==> src/design/lrpw_pkg.sv <==
// Package for the line rasterizer pixel writer: widths, register indexes,
// item kinds, pixel size codes and the color packing function.
// Has no dependencies of its own.
`timescale 1ns / 1ps
`default_nettype none

package lrpw_pkg;

  localparam int unsigned COORD_BITS_DEF = 15;
  localparam int unsigned ADDR_BITS_DEF  = 29;

  localparam int unsigned SCREEN_BITS = 14;
  localparam int unsigned BPP_BITS    = 4;
  localparam int unsigned STRIDE_BITS = 16;
  localparam int unsigned COLOR_BITS  = 24;
  localparam int unsigned BYTES_BITS  = 32;
  localparam int unsigned COUNT_BITS  = 3;
  localparam int unsigned CFG_IDX_BITS  = 2;
  localparam int unsigned CFG_DATA_BITS = 16;

  localparam logic [SCREEN_BITS-1:0] SCREEN_WIDTH_RST  = SCREEN_BITS'(640);
  localparam logic [SCREEN_BITS-1:0] SCREEN_HEIGHT_RST = SCREEN_BITS'(480);
  localparam logic [BPP_BITS-1:0]    BPP_RST           = BPP_BITS'(4);
  localparam logic [STRIDE_BITS-1:0] STRIDE_RST        = STRIDE_BITS'(2560);

  localparam logic [BPP_BITS-1:0] BPP_RGB565 = BPP_BITS'(2);
  localparam logic [BPP_BITS-1:0] BPP_RGB888 = BPP_BITS'(3);
  localparam logic [BPP_BITS-1:0] BPP_XRGB   = BPP_BITS'(4);

  localparam logic [7:0] ALPHA_OPAQUE = 8'hFF;

  typedef enum logic {
    KIND_START = 1'b0,
    KIND_STEP  = 1'b1
  } kind_e;

  typedef enum logic [CFG_IDX_BITS-1:0] {
    CFG_SCREEN_WIDTH  = 2'd0,
    CFG_SCREEN_HEIGHT = 2'd1,
    CFG_BYTES_PER_PIX = 2'd2,
    CFG_ROW_STRIDE    = 2'd3
  } cfg_reg_e;

  typedef struct packed {
    logic last;
    logic idle;
  } px_flags_t;

  function automatic logic [BYTES_BITS-1:0] pack_color(
    input logic [BPP_BITS-1:0]   bpp,
    input logic [COLOR_BITS-1:0] rgb
  );
    logic [7:0] r;
    logic [7:0] g;
    logic [7:0] b;
    logic [BYTES_BITS-1:0] res;
    r = rgb[23:16];
    g = rgb[15:8];
    b = rgb[7:0];
    res = '0;
    if (bpp == BPP_XRGB) begin
      res = {ALPHA_OPAQUE, r, g, b};
    end else if (bpp == BPP_RGB888) begin
      res = {8'h00, r, g, b};
    end else if (bpp == BPP_RGB565) begin
      res = {16'h0000, r[7:3], g[7:2], b[7:3]};
    end
    return res;
  endfunction

endpackage

`default_nettype wire

==> src/design/lrpw_walker.sv <==
// Bresenham walk: holds the line state, takes start and step words and
// registers the current pixel with its color and flags. Uses lrpw_pkg.
`timescale 1ns / 1ps
`default_nettype none

module lrpw_walker import lrpw_pkg::*; #(
  parameter int unsigned COORD_BITS = COORD_BITS_DEF
) (
  input  wire logic                         clk_i,
  input  wire logic                         rst_ni,
  input  wire logic                         in_valid_i,
  output logic                              in_ready_o,
  input  wire logic                         kind_i,
  input  wire logic signed [COORD_BITS-1:0] start_x_i,
  input  wire logic signed [COORD_BITS-1:0] start_y_i,
  input  wire logic signed [COORD_BITS-1:0] finish_x_i,
  input  wire logic signed [COORD_BITS-1:0] finish_y_i,
  input  wire logic [COLOR_BITS-1:0]        color_rgb_i,
  output logic                              pix_valid_o,
  input  wire logic                         pix_ready_i,
  output logic signed [COORD_BITS-1:0]      pix_x_o,
  output logic signed [COORD_BITS-1:0]      pix_y_o,
  output logic [COLOR_BITS-1:0]             pix_color_o,
  output px_flags_t                         pix_flags_o
);

  localparam int unsigned SPW = COORD_BITS + 1;
  localparam int unsigned ERW = COORD_BITS + 2;
  localparam int unsigned E2W = COORD_BITS + 3;

  logic signed [COORD_BITS-1:0] cur_x_q, cur_x_d, cur_y_q, cur_y_d;
  logic signed [COORD_BITS-1:0] tgt_x_q, tgt_x_d, tgt_y_q, tgt_y_d;
  logic                         step_left_q, step_left_d, step_up_q, step_up_d;
  logic signed [SPW-1:0]        span_x_q, span_x_d, neg_span_y_q, neg_span_y_d;
  logic signed [ERW-1:0]        err_q, err_d;
  logic [COLOR_BITS-1:0]        color_q, color_d;
  logic                         active_q, active_d;

  logic                         pv_q;
  logic signed [COORD_BITS-1:0] px_q, py_q;
  logic [COLOR_BITS-1:0]        pc_q;
  px_flags_t                    pf_q, pf_d;

  logic                         accept;
  logic signed [SPW-1:0]        dx, dy;
  logic signed [E2W-1:0]        e2, err_sum;
  logic                         move_x, move_y;

  assign in_ready_o = !pv_q || pix_ready_i;
  assign accept     = in_valid_i && in_ready_o;

  assign dx = SPW'(finish_x_i) - SPW'(start_x_i);
  assign dy = SPW'(finish_y_i) - SPW'(start_y_i);
  assign e2 = E2W'(err_q) <<< 1;
  assign move_x = e2 >= E2W'(neg_span_y_q);
  assign move_y = e2 <= E2W'(span_x_q);

  always_comb begin
    cur_x_d      = cur_x_q;
    cur_y_d      = cur_y_q;
    tgt_x_d      = tgt_x_q;
    tgt_y_d      = tgt_y_q;
    step_left_d  = step_left_q;
    step_up_d    = step_up_q;
    span_x_d     = span_x_q;
    neg_span_y_d = neg_span_y_q;
    err_d        = err_q;
    color_d      = color_q;
    active_d     = active_q;
    pf_d         = '0;
    err_sum      = E2W'(err_q);
    if (kind_i == KIND_START) begin
      cur_x_d      = start_x_i;
      cur_y_d      = start_y_i;
      tgt_x_d      = finish_x_i;
      tgt_y_d      = finish_y_i;
      step_left_d  = !(start_x_i < finish_x_i);
      step_up_d    = !(start_y_i < finish_y_i);
      span_x_d     = (dx < 0) ? -dx : dx;
      neg_span_y_d = (dy < 0) ? dy : -dy;
      err_d        = ERW'(span_x_d) + ERW'(neg_span_y_d);
      color_d      = color_rgb_i;
      pf_d.last    = (start_x_i == finish_x_i) && (start_y_i == finish_y_i);
      active_d     = !pf_d.last;
    end else if (!active_q) begin
      pf_d.idle = 1'b1;
    end else begin
      if (move_x) begin
        err_sum = err_sum + E2W'(neg_span_y_q);
        cur_x_d = step_left_q ? cur_x_q - COORD_BITS'(1) : cur_x_q + COORD_BITS'(1);
      end
      if (move_y) begin
        err_sum = err_sum + E2W'(span_x_q);
        cur_y_d = step_up_q ? cur_y_q - COORD_BITS'(1) : cur_y_q + COORD_BITS'(1);
      end
      err_d     = err_sum[ERW-1:0];
      pf_d.last = (cur_x_d == tgt_x_q) && (cur_y_d == tgt_y_q);
      active_d  = !pf_d.last;
    end
  end

  always_ff @(posedge clk_i or negedge rst_ni) begin
    if (!rst_ni) begin
      cur_x_q      <= '0;
      cur_y_q      <= '0;
      tgt_x_q      <= '0;
      tgt_y_q      <= '0;
      step_left_q  <= 1'b0;
      step_up_q    <= 1'b0;
      span_x_q     <= '0;
      neg_span_y_q <= '0;
      err_q        <= '0;
      color_q      <= '0;
      active_q     <= 1'b0;
      pv_q         <= 1'b0;
    end else begin
      if (accept) begin
        cur_x_q      <= cur_x_d;
        cur_y_q      <= cur_y_d;
        tgt_x_q      <= tgt_x_d;
        tgt_y_q      <= tgt_y_d;
        step_left_q  <= step_left_d;
        step_up_q    <= step_up_d;
        span_x_q     <= span_x_d;
        neg_span_y_q <= neg_span_y_d;
        err_q        <= err_d;
        color_q      <= color_d;
        active_q     <= active_d;
      end
      if (in_ready_o) begin
        pv_q <= in_valid_i;
      end
    end
  end

  always_ff @(posedge clk_i) begin
    if (accept) begin
      px_q <= cur_x_d;
      py_q <= cur_y_d;
      pc_q <= color_d;
      pf_q <= pf_d;
    end
  end

  assign pix_valid_o = pv_q;
  assign pix_x_o     = px_q;
  assign pix_y_o     = py_q;
  assign pix_color_o = pc_q;
  assign pix_flags_o = pf_q;

endmodule

`default_nettype wire

==> src/design/lrpw_writer.sv <==
// Pixel writer: clips the pixel, forms the byte address in two stages
// and packs the color. Uses lrpw_pkg.
`timescale 1ns / 1ps
`default_nettype none

module lrpw_writer import lrpw_pkg::*; #(
  parameter int unsigned COORD_BITS = COORD_BITS_DEF,
  parameter int unsigned ADDR_BITS  = ADDR_BITS_DEF
) (
  input  wire logic                         clk_i,
  input  wire logic                         rst_ni,
  input  wire logic [SCREEN_BITS-1:0]       screen_width_i,
  input  wire logic [SCREEN_BITS-1:0]       screen_height_i,
  input  wire logic [BPP_BITS-1:0]          bytes_per_pixel_i,
  input  wire logic [STRIDE_BITS-1:0]       row_stride_i,
  input  wire logic                         pix_valid_i,
  output logic                              pix_ready_o,
  input  wire logic signed [COORD_BITS-1:0] pix_x_i,
  input  wire logic signed [COORD_BITS-1:0] pix_y_i,
  input  wire logic [COLOR_BITS-1:0]        pix_color_i,
  input  wire px_flags_t                    pix_flags_i,
  output logic                              out_valid_o,
  input  wire logic                         out_stall_i,
  output logic                              write_enable_o,
  output logic [ADDR_BITS-1:0]              byte_address_o,
  output logic [BYTES_BITS-1:0]             pixel_bytes_o,
  output logic [COUNT_BITS-1:0]             byte_count_o,
  output logic                              last_pixel_o,
  output logic                              line_idle_o
);

  localparam int unsigned MW   = COORD_BITS - 1;
  localparam int unsigned CMPW = (MW > SCREEN_BITS) ? MW : SCREEN_BITS;
  localparam int unsigned YPW  = MW + STRIDE_BITS;
  localparam int unsigned XPW  = MW + BPP_BITS;
  localparam int unsigned SW   = (ADDR_BITS > YPW + 1) ? ADDR_BITS : YPW + 1;

  logic [MW-1:0]  xm, ym;
  logic           on_screen, sized, wen;
  logic           b_ready, c_ready;

  logic                  bv_q, bw_q;
  logic [YPW-1:0]        by_q;
  logic [XPW-1:0]        bx_q;
  logic [BYTES_BITS-1:0] bb_q;
  logic [COUNT_BITS-1:0] bn_q;
  px_flags_t             bf_q;

  logic                  cv_q, cw_q;
  logic [ADDR_BITS-1:0]  ca_q;
  logic [BYTES_BITS-1:0] cb_q;
  logic [COUNT_BITS-1:0] cn_q;
  px_flags_t             cf_q;
  logic [SW-1:0]         addr_sum;

  assign xm = pix_x_i[MW-1:0];
  assign ym = pix_y_i[MW-1:0];
  assign on_screen = !pix_x_i[COORD_BITS-1] && !pix_y_i[COORD_BITS-1] &&
                     (CMPW'(xm) < CMPW'(screen_width_i)) &&
                     (CMPW'(ym) < CMPW'(screen_height_i));
  assign sized = (bytes_per_pixel_i == BPP_RGB565) || (bytes_per_pixel_i == BPP_RGB888) ||
                 (bytes_per_pixel_i == BPP_XRGB);
  assign wen = on_screen && sized && !pix_flags_i.idle;

  assign c_ready     = !cv_q || !out_stall_i;
  assign b_ready     = !bv_q || c_ready;
  assign pix_ready_o = b_ready;
  assign addr_sum    = SW'(by_q) + SW'(bx_q);

  always_ff @(posedge clk_i or negedge rst_ni) begin
    if (!rst_ni) begin
      bv_q <= 1'b0;
      cv_q <= 1'b0;
    end else begin
      if (b_ready) begin
        bv_q <= pix_valid_i;
      end
      if (c_ready) begin
        cv_q <= bv_q;
      end
    end
  end

  always_ff @(posedge clk_i) begin
    if (b_ready && pix_valid_i) begin
      bw_q <= wen;
      by_q <= wen ? YPW'(ym) * YPW'(row_stride_i) : '0;
      bx_q <= wen ? XPW'(xm) * XPW'(bytes_per_pixel_i) : '0;
      bb_q <= wen ? pack_color(bytes_per_pixel_i, pix_color_i) : '0;
      bn_q <= wen ? bytes_per_pixel_i[COUNT_BITS-1:0] : '0;
      bf_q <= pix_flags_i;
    end
    if (c_ready && bv_q) begin
      cw_q <= bw_q;
      ca_q <= addr_sum[ADDR_BITS-1:0];
      cb_q <= bb_q;
      cn_q <= bn_q;
      cf_q <= bf_q;
    end
  end

  assign out_valid_o    = cv_q;
  assign write_enable_o = cw_q;
  assign byte_address_o = ca_q;
  assign pixel_bytes_o  = cb_q;
  assign byte_count_o   = cn_q;
  assign last_pixel_o   = cf_q.last;
  assign line_idle_o    = cf_q.idle;

endmodule

`default_nettype wire

==> src/design/line_rasterizer_pixel_writer_unit.sv <==
// Line rasterizer pixel writer: Bresenham walk, clipping and packed writes.
// An accepted word passes the walker pixel register and both writer stages.
// One word per cycle while out_stall_i is low; the Bresenham update is one step.
// Reset clears the line state (no line active) and loads the register defaults.
// Depends on lrpw_pkg, lrpw_walker and lrpw_writer.
`timescale 1ns / 1ps
`default_nettype none

module line_rasterizer_pixel_writer_unit import lrpw_pkg::*; #(
  parameter int unsigned COORD_BITS = COORD_BITS_DEF,
  parameter int unsigned ADDR_BITS  = ADDR_BITS_DEF
) (
  input  wire logic                         clk_i,
  input  wire logic                         rst_ni,
  input  wire logic                         cfg_valid_i,
  output logic                              cfg_ready_o,
  input  wire logic [CFG_IDX_BITS-1:0]      cfg_index_i,
  input  wire logic [CFG_DATA_BITS-1:0]     cfg_data_i,
  input  wire logic                         in_valid_i,
  output logic                              in_stall_o,
  input  wire logic                         kind_i,
  input  wire logic signed [COORD_BITS-1:0] start_x_i,
  input  wire logic signed [COORD_BITS-1:0] start_y_i,
  input  wire logic signed [COORD_BITS-1:0] finish_x_i,
  input  wire logic signed [COORD_BITS-1:0] finish_y_i,
  input  wire logic [COLOR_BITS-1:0]        color_rgb_i,
  output logic                              out_valid_o,
  input  wire logic                         out_stall_i,
  output logic                              write_enable_o,
  output logic [ADDR_BITS-1:0]              byte_address_o,
  output logic [BYTES_BITS-1:0]             pixel_bytes_o,
  output logic [COUNT_BITS-1:0]             byte_count_o,
  output logic                              last_pixel_o,
  output logic                              line_idle_o
);

  logic [SCREEN_BITS-1:0] width_q, height_q;
  logic [BPP_BITS-1:0]    bpp_q;
  logic [STRIDE_BITS-1:0] stride_q;

  logic                         in_ready;
  logic                         pix_valid, pix_ready;
  logic signed [COORD_BITS-1:0] pix_x, pix_y;
  logic [COLOR_BITS-1:0]        pix_color;
  px_flags_t                    pix_flags;

  assign cfg_ready_o = 1'b1;
  assign in_stall_o  = !in_ready;

  always_ff @(posedge clk_i or negedge rst_ni) begin
    if (!rst_ni) begin
      width_q  <= SCREEN_WIDTH_RST;
      height_q <= SCREEN_HEIGHT_RST;
      bpp_q    <= BPP_RST;
      stride_q <= STRIDE_RST;
    end else if (cfg_valid_i && cfg_ready_o) begin
      unique case (cfg_index_i)
        CFG_SCREEN_WIDTH:  width_q  <= cfg_data_i[SCREEN_BITS-1:0];
        CFG_SCREEN_HEIGHT: height_q <= cfg_data_i[SCREEN_BITS-1:0];
        CFG_BYTES_PER_PIX: bpp_q    <= cfg_data_i[BPP_BITS-1:0];
        CFG_ROW_STRIDE:    stride_q <= cfg_data_i[STRIDE_BITS-1:0];
        default: ;
      endcase
    end
  end

  lrpw_walker #(
    .COORD_BITS(COORD_BITS)
  ) u_walker (
    .clk_i       (clk_i),
    .rst_ni      (rst_ni),
    .in_valid_i  (in_valid_i),
    .in_ready_o  (in_ready),
    .kind_i      (kind_i),
    .start_x_i   (start_x_i),
    .start_y_i   (start_y_i),
    .finish_x_i  (finish_x_i),
    .finish_y_i  (finish_y_i),
    .color_rgb_i (color_rgb_i),
    .pix_valid_o (pix_valid),
    .pix_ready_i (pix_ready),
    .pix_x_o     (pix_x),
    .pix_y_o     (pix_y),
    .pix_color_o (pix_color),
    .pix_flags_o (pix_flags)
  );

  lrpw_writer #(
    .COORD_BITS(COORD_BITS),
    .ADDR_BITS (ADDR_BITS)
  ) u_writer (
    .clk_i             (clk_i),
    .rst_ni            (rst_ni),
    .screen_width_i    (width_q),
    .screen_height_i   (height_q),
    .bytes_per_pixel_i (bpp_q),
    .row_stride_i      (stride_q),
    .pix_valid_i       (pix_valid),
    .pix_ready_o       (pix_ready),
    .pix_x_i           (pix_x),
    .pix_y_i           (pix_y),
    .pix_color_i       (pix_color),
    .pix_flags_i       (pix_flags),
    .out_valid_o       (out_valid_o),
    .out_stall_i       (out_stall_i),
    .write_enable_o    (write_enable_o),
    .byte_address_o    (byte_address_o),
    .pixel_bytes_o     (pixel_bytes_o),
    .byte_count_o      (byte_count_o),
    .last_pixel_o      (last_pixel_o),
    .line_idle_o       (line_idle_o)
  );

  a_idle_clean: assert property (@(posedge clk_i) disable iff (!rst_ni)
    out_valid_o && line_idle_o |-> !write_enable_o && !last_pixel_o && byte_count_o == '0)
    else $error("idle result carries a write or a last flag");

  a_count_match: assert property (@(posedge clk_i) disable iff (!rst_ni)
    out_valid_o |-> (write_enable_o == (byte_count_o != '0)))
    else $error("byte count disagrees with write enable");

  a_no_false_stall: assert property (@(posedge clk_i) disable iff (!rst_ni)
    !out_valid_o |-> !in_stall_o)
    else $error("input stalled with an empty output stage");

  a_pipe_full_stall: assert property (@(posedge clk_i) disable iff (!rst_ni)
    in_stall_o |-> out_valid_o && out_stall_i)
    else $error("input stalled without backpressure at the output");

endmodule

`default_nettype wire
==> config.mk <==
export PLATFORM = sky130hd
export DESIGN_NAME = line_rasterizer_pixel_writer_unit
export DESIGN_NICKNAME = d
export VERILOG_FILES = /design/src/design/lrpw_pkg.sv /design/src/design/lrpw_walker.sv /design/src/design/lrpw_writer.sv /design/src/design/line_rasterizer_pixel_writer_unit.sv
export SDC_FILE = /design/constraint.sdc
export NUM_CORES = 2
export LEC_CHECK = 0
export ABC_AREA = 1
export BUFFER_PORTS_ARGS = -buffer_cell sky130_fd_sc_hd__buf_2
export CAP_MARGIN = 20
export CORE_AREA = 3 3 233 235
export DETAILED_ROUTE_END_ITERATION = 6
export DIE_AREA = 0 0 236 238
export GPL_ROUTABILITY_DRIVEN = 0
export GPL_TIMING_DRIVEN = 0
export PLACE_DENSITY = 0.81
export SLEW_MARGIN = 5
export SYNTH_ARGS = -nofsm -noshare
export SYNTH_HDL_FRONTEND = slang
export SYNTH_SLANG_ARGS = --single-unit
==> constraint.sdc <==
create_clock -name clk_i -period 7.4 [get_ports clk_i]
set_clock_uncertainty 0.2 [all_clocks]
set_input_delay 0.37 -clock clk_i [delete_from_list [all_inputs] [get_ports clk_i]]
set_output_delay 0.37 -clock clk_i [all_outputs]
set_load 0.01 [all_outputs]
==> results.toml <==
[clock_tree]
clockBufferDepth = 3
numCtsBuffers = 40
clkLatencyLatePin_ns = 0.58
cts_tree = "done"
cts_sinks = 381
cts_htree_levels = 2
clk_pin_slew_ns = 0.07
cts_root_buffer = "clkbuf_16"
post-cts-setup-buffers = 0

[synth]
synthAdderAreaFrac_pct = 23.24
synth_xor_area_share_pct = 3.856
ys_ff_latch = 381
ys.flop_type = "edfxtp_1"
async_flop_share_pct = 49.08
synth_top_family_by_area = "adder cells"
ys_seq_area_share_pct = 31.93
syn_area_mm2 = 0.03293
yosysWarningCount = 0
synth-compound-area-share_pct = 11.30
synth_cell_types = 60
synth_fp_nets = 4738
synth_mux_area_share_pct = 0.09878
synth_edf_count = 194
syn_avg_cell_area_um2 = 7.962
synthCells = 4136
synth-simple-area-share_pct = 18.54

[route]
ant_nets = 0
drt_iter0_drc = 3165
detail_route.wl_per_cell_um = 18.51
drt-pass1-iter-count = 6
drc = 0
routed_wl_mm = 95.22
via_count = 29500
routed_via_density = 5.734

[worst_setup_path]
critPathRequiredTime_ns = 7.53
slowest_stage = "fa_1"
timing.rr.start = "stride_q[6]"
cp_max_fo = 10
rrSetupSlack_ns = 0.42
cp.arrival_ns = 7.11
worstSetupPathType = "reg2reg"
crit_path_frequent_cell = "fa_1"
worstSetupStartpointType = "flop"
r2r_end = "u_writer.by_q[27]"
worstRegToRegCells = 25
endpoint_kind = "flop"
crit_buf_inv = 5
crit_family = "adder cells"
max_stage_delay_ns = 0.56

[die]
io_pins = 178
rows = 84
dieArea_mm2 = 0.05617
die_w_um = 236
die-height_um = 238
core_mm2 = 0.05245
start_util_pct = 62.79

[global_routing]
grt_usage_pct = 33.63
grt.overflow.total = 0
first_global_vias = 29120
grt_pass1_wl_mm = 149.4
antenna_found_initial = 3
grt_max_degree = 117

[timing]
post-route-min-period_ns = 6.985
max_slew_margin_pct = 30.70
setup_viol = 0
finalSetupTns_ns = 0
finalHoldViolCount = 0
tightest_slew_ns = 1.029
rsz0062_at_grt = "no"
fmax_ghz = 0.1432
period_share_pct = 94.39
drv_slew = 0

[job]
max-cap-violations = 0

[placed_design]
io_buffers = 175
dpl.hpwl_mm = 73.30

[cells_and_area]
drive_gt1_share_pct = 7.677
nNetsFinal = 5025
n_fill_cell = 3954
seqCellArea_mm2 = 0.01052
area_delta_synth_final_pct = 12.05
multi_input_area_mm2 = 0.01880

[worst_hold_path]
holdPathEnd = "u_walker.pix_color_o[14]"
holdPathStages = 3
hold_class = "in2reg"
min_from = "color_rgb_i[14]"

[outcome]
status = "finished clean"
## worst max path at each step
stage                                   start                 to  cells after the start
after floorplan           u_walker.pix_y_o[5]  u_writer.by_q[27]                     26
after global placement    u_walker.pix_y_o[5]  u_writer.by_q[27]                     26
after detailed placement  u_walker.pix_y_o[5]  u_writer.by_q[27]                     26
after CTS                 u_walker.pix_y_o[5]  u_writer.by_q[27]                     26
after global routing      u_walker.pix_y_o[4]  u_writer.by_q[27]                     28
final                             stride_q[6]  u_writer.by_q[27]                     25
## flip-flops by register name (all words and copies together) (netlist names), 4 cells and up
name and count:
u_walker.pix_color_o 24, u_walker.color_q 24, bpp_q 4, u_writer.bb_q 25
height_q 14, u_walker.tgt_x_q 15, u_walker.err_q 17, u_walker.pix_y_o 15
width_q 14, u_walker.span_x_q 16, u_walker.neg_span_y_q 16, u_walker.cur_y_q 15
u_writer.pixel_bytes_o 25, stride_q 16, u_walker.pix_x_o 15, u_writer.byte_address_o 29
u_walker.cur_x_q 15, u_writer.by_q 29, u_walker.tgt_y_q 15, u_writer.bx_q 18
## placed cells by master, fill, tap and decap left out, types with 162 or more instances in the layout
master	n
ha_1	298
dfrtp_1	178
edfxtp_1	194
buf_2	190
nand3_1	162
o21ai_0	304
inv_1	804
a21oi_1	214
fa_1	196
nand2_1	1022
nor2_1	191
## Yosys cell counts, types with 43 or more instances
cell type | count | area [um^2]
edfxtp_1 | 194 | 5826
nor2_1 | 191 | 716.9
clkbuf_1 | 111 | 416.7
xor2_1 | 98 | 858.3
o21ai_0 | 304 | 1521
inv_1 | 805 | 3022
nand3_1 | 162 | 810.8
nand2_1 | 1022 | 3836
a21oi_1 | 215 | 1076
ha_1 | 298 | 3729
nand4_1 | 43 | 269.0
fa_1 | 196 | 3924
xnor2_1 | 47 | 411.6
dfrtp_1 | 178 | 4454
o22ai_1 | 55 | 344.1
## layer usage
layer	vias to the layer above	global-route usage, %	wire length (um)	part of all wire, %
met4	2	20.21	6481	6.8
met2	1566	56.28	44680	47
met3	371	5.259	8810	9.3
met5	-	0	6	0.0063
li1	13790	-	-	-
met1	13770	41.40	35250	37
## timing repair
| item | in CTS | in global routing |
|---|---|---|
| setup endpoints to repair | 0 | 2 |
| hold buffers | 66 | 0 |
| hold endpoints to repair | 162 | 0 |
| resized for setup | 0 | 38 |
## kinds of logic (layout without fill, tap and decap cells)
group	Yosys count	after routing
xor+xnor	145	145
flops	381	381
other cells	1	3
buf+inv	949	1268
mux	3	3
fa+ha+maj	494	494
compound gates	677	677
simple gates	1486	1486
## worst register-to-register path, cell delays in order (launching register included)
cell and delay (ns):
dfrtp_1 0.55, clkbuf_1 0.55, nand2_1 0.18, fa_1 0.48
fa_1 0.54, fa_1 0.56, inv_1 0.06, fa_1 0.45
fa_1 0.50, inv_1 0.06, fa_1 0.47, inv_1 0.05
ha_1 0.38, nand2_1 0.10, nor2_1 0.15, inv_1 0.06
o21bai_1 0.13, a21oi_1 0.11, o21bai_1 0.31, a21oi_1 0.16
o21ai_0 0.25, nand2_1 0.11, nand2_1 0.07, nand2_1 0.06
a21oi_1 0.13, nor2_1 0.08
## metrics by stage
stage | hold WS [ns] | instance area [um^2] | std cells | setup slack [ns] | util (%)
floorplan | -0.1256 | 32930 | 4136 | 1.302 | -
global placement | 0.2029 | 34670 | 4999 | 0.3495 | 66.11
detailed placement | 0.1761 | 34800 | 5003 | 0.1693 | 66.35
CTS | 0.001041 | 36870 | 5143 | 0.1539 | 70.30
global route | 0.02334 | 36900 | 5143 | 0.001990 | 70.35
finish | 0.02388 | 36900 | 5145 | 0.4152 | 70.36
## layout make-up
type                       instances  share of cell area (%)
antenna                            2                 0.01356
buffer                           140                   1.685
clock buffer                      50                   2.896
clock inverter                    24                  0.9291
inverter                         809                   8.236
multi-input combinational       2806                   50.94
sequential                       381                   28.50
tap                              688                   2.333
timing repair buffer             245                   4.469
Power is left out: the tool's default activity adds up to more than one toggle a clock period on the data nets, which glitch-free logic cannot reach.
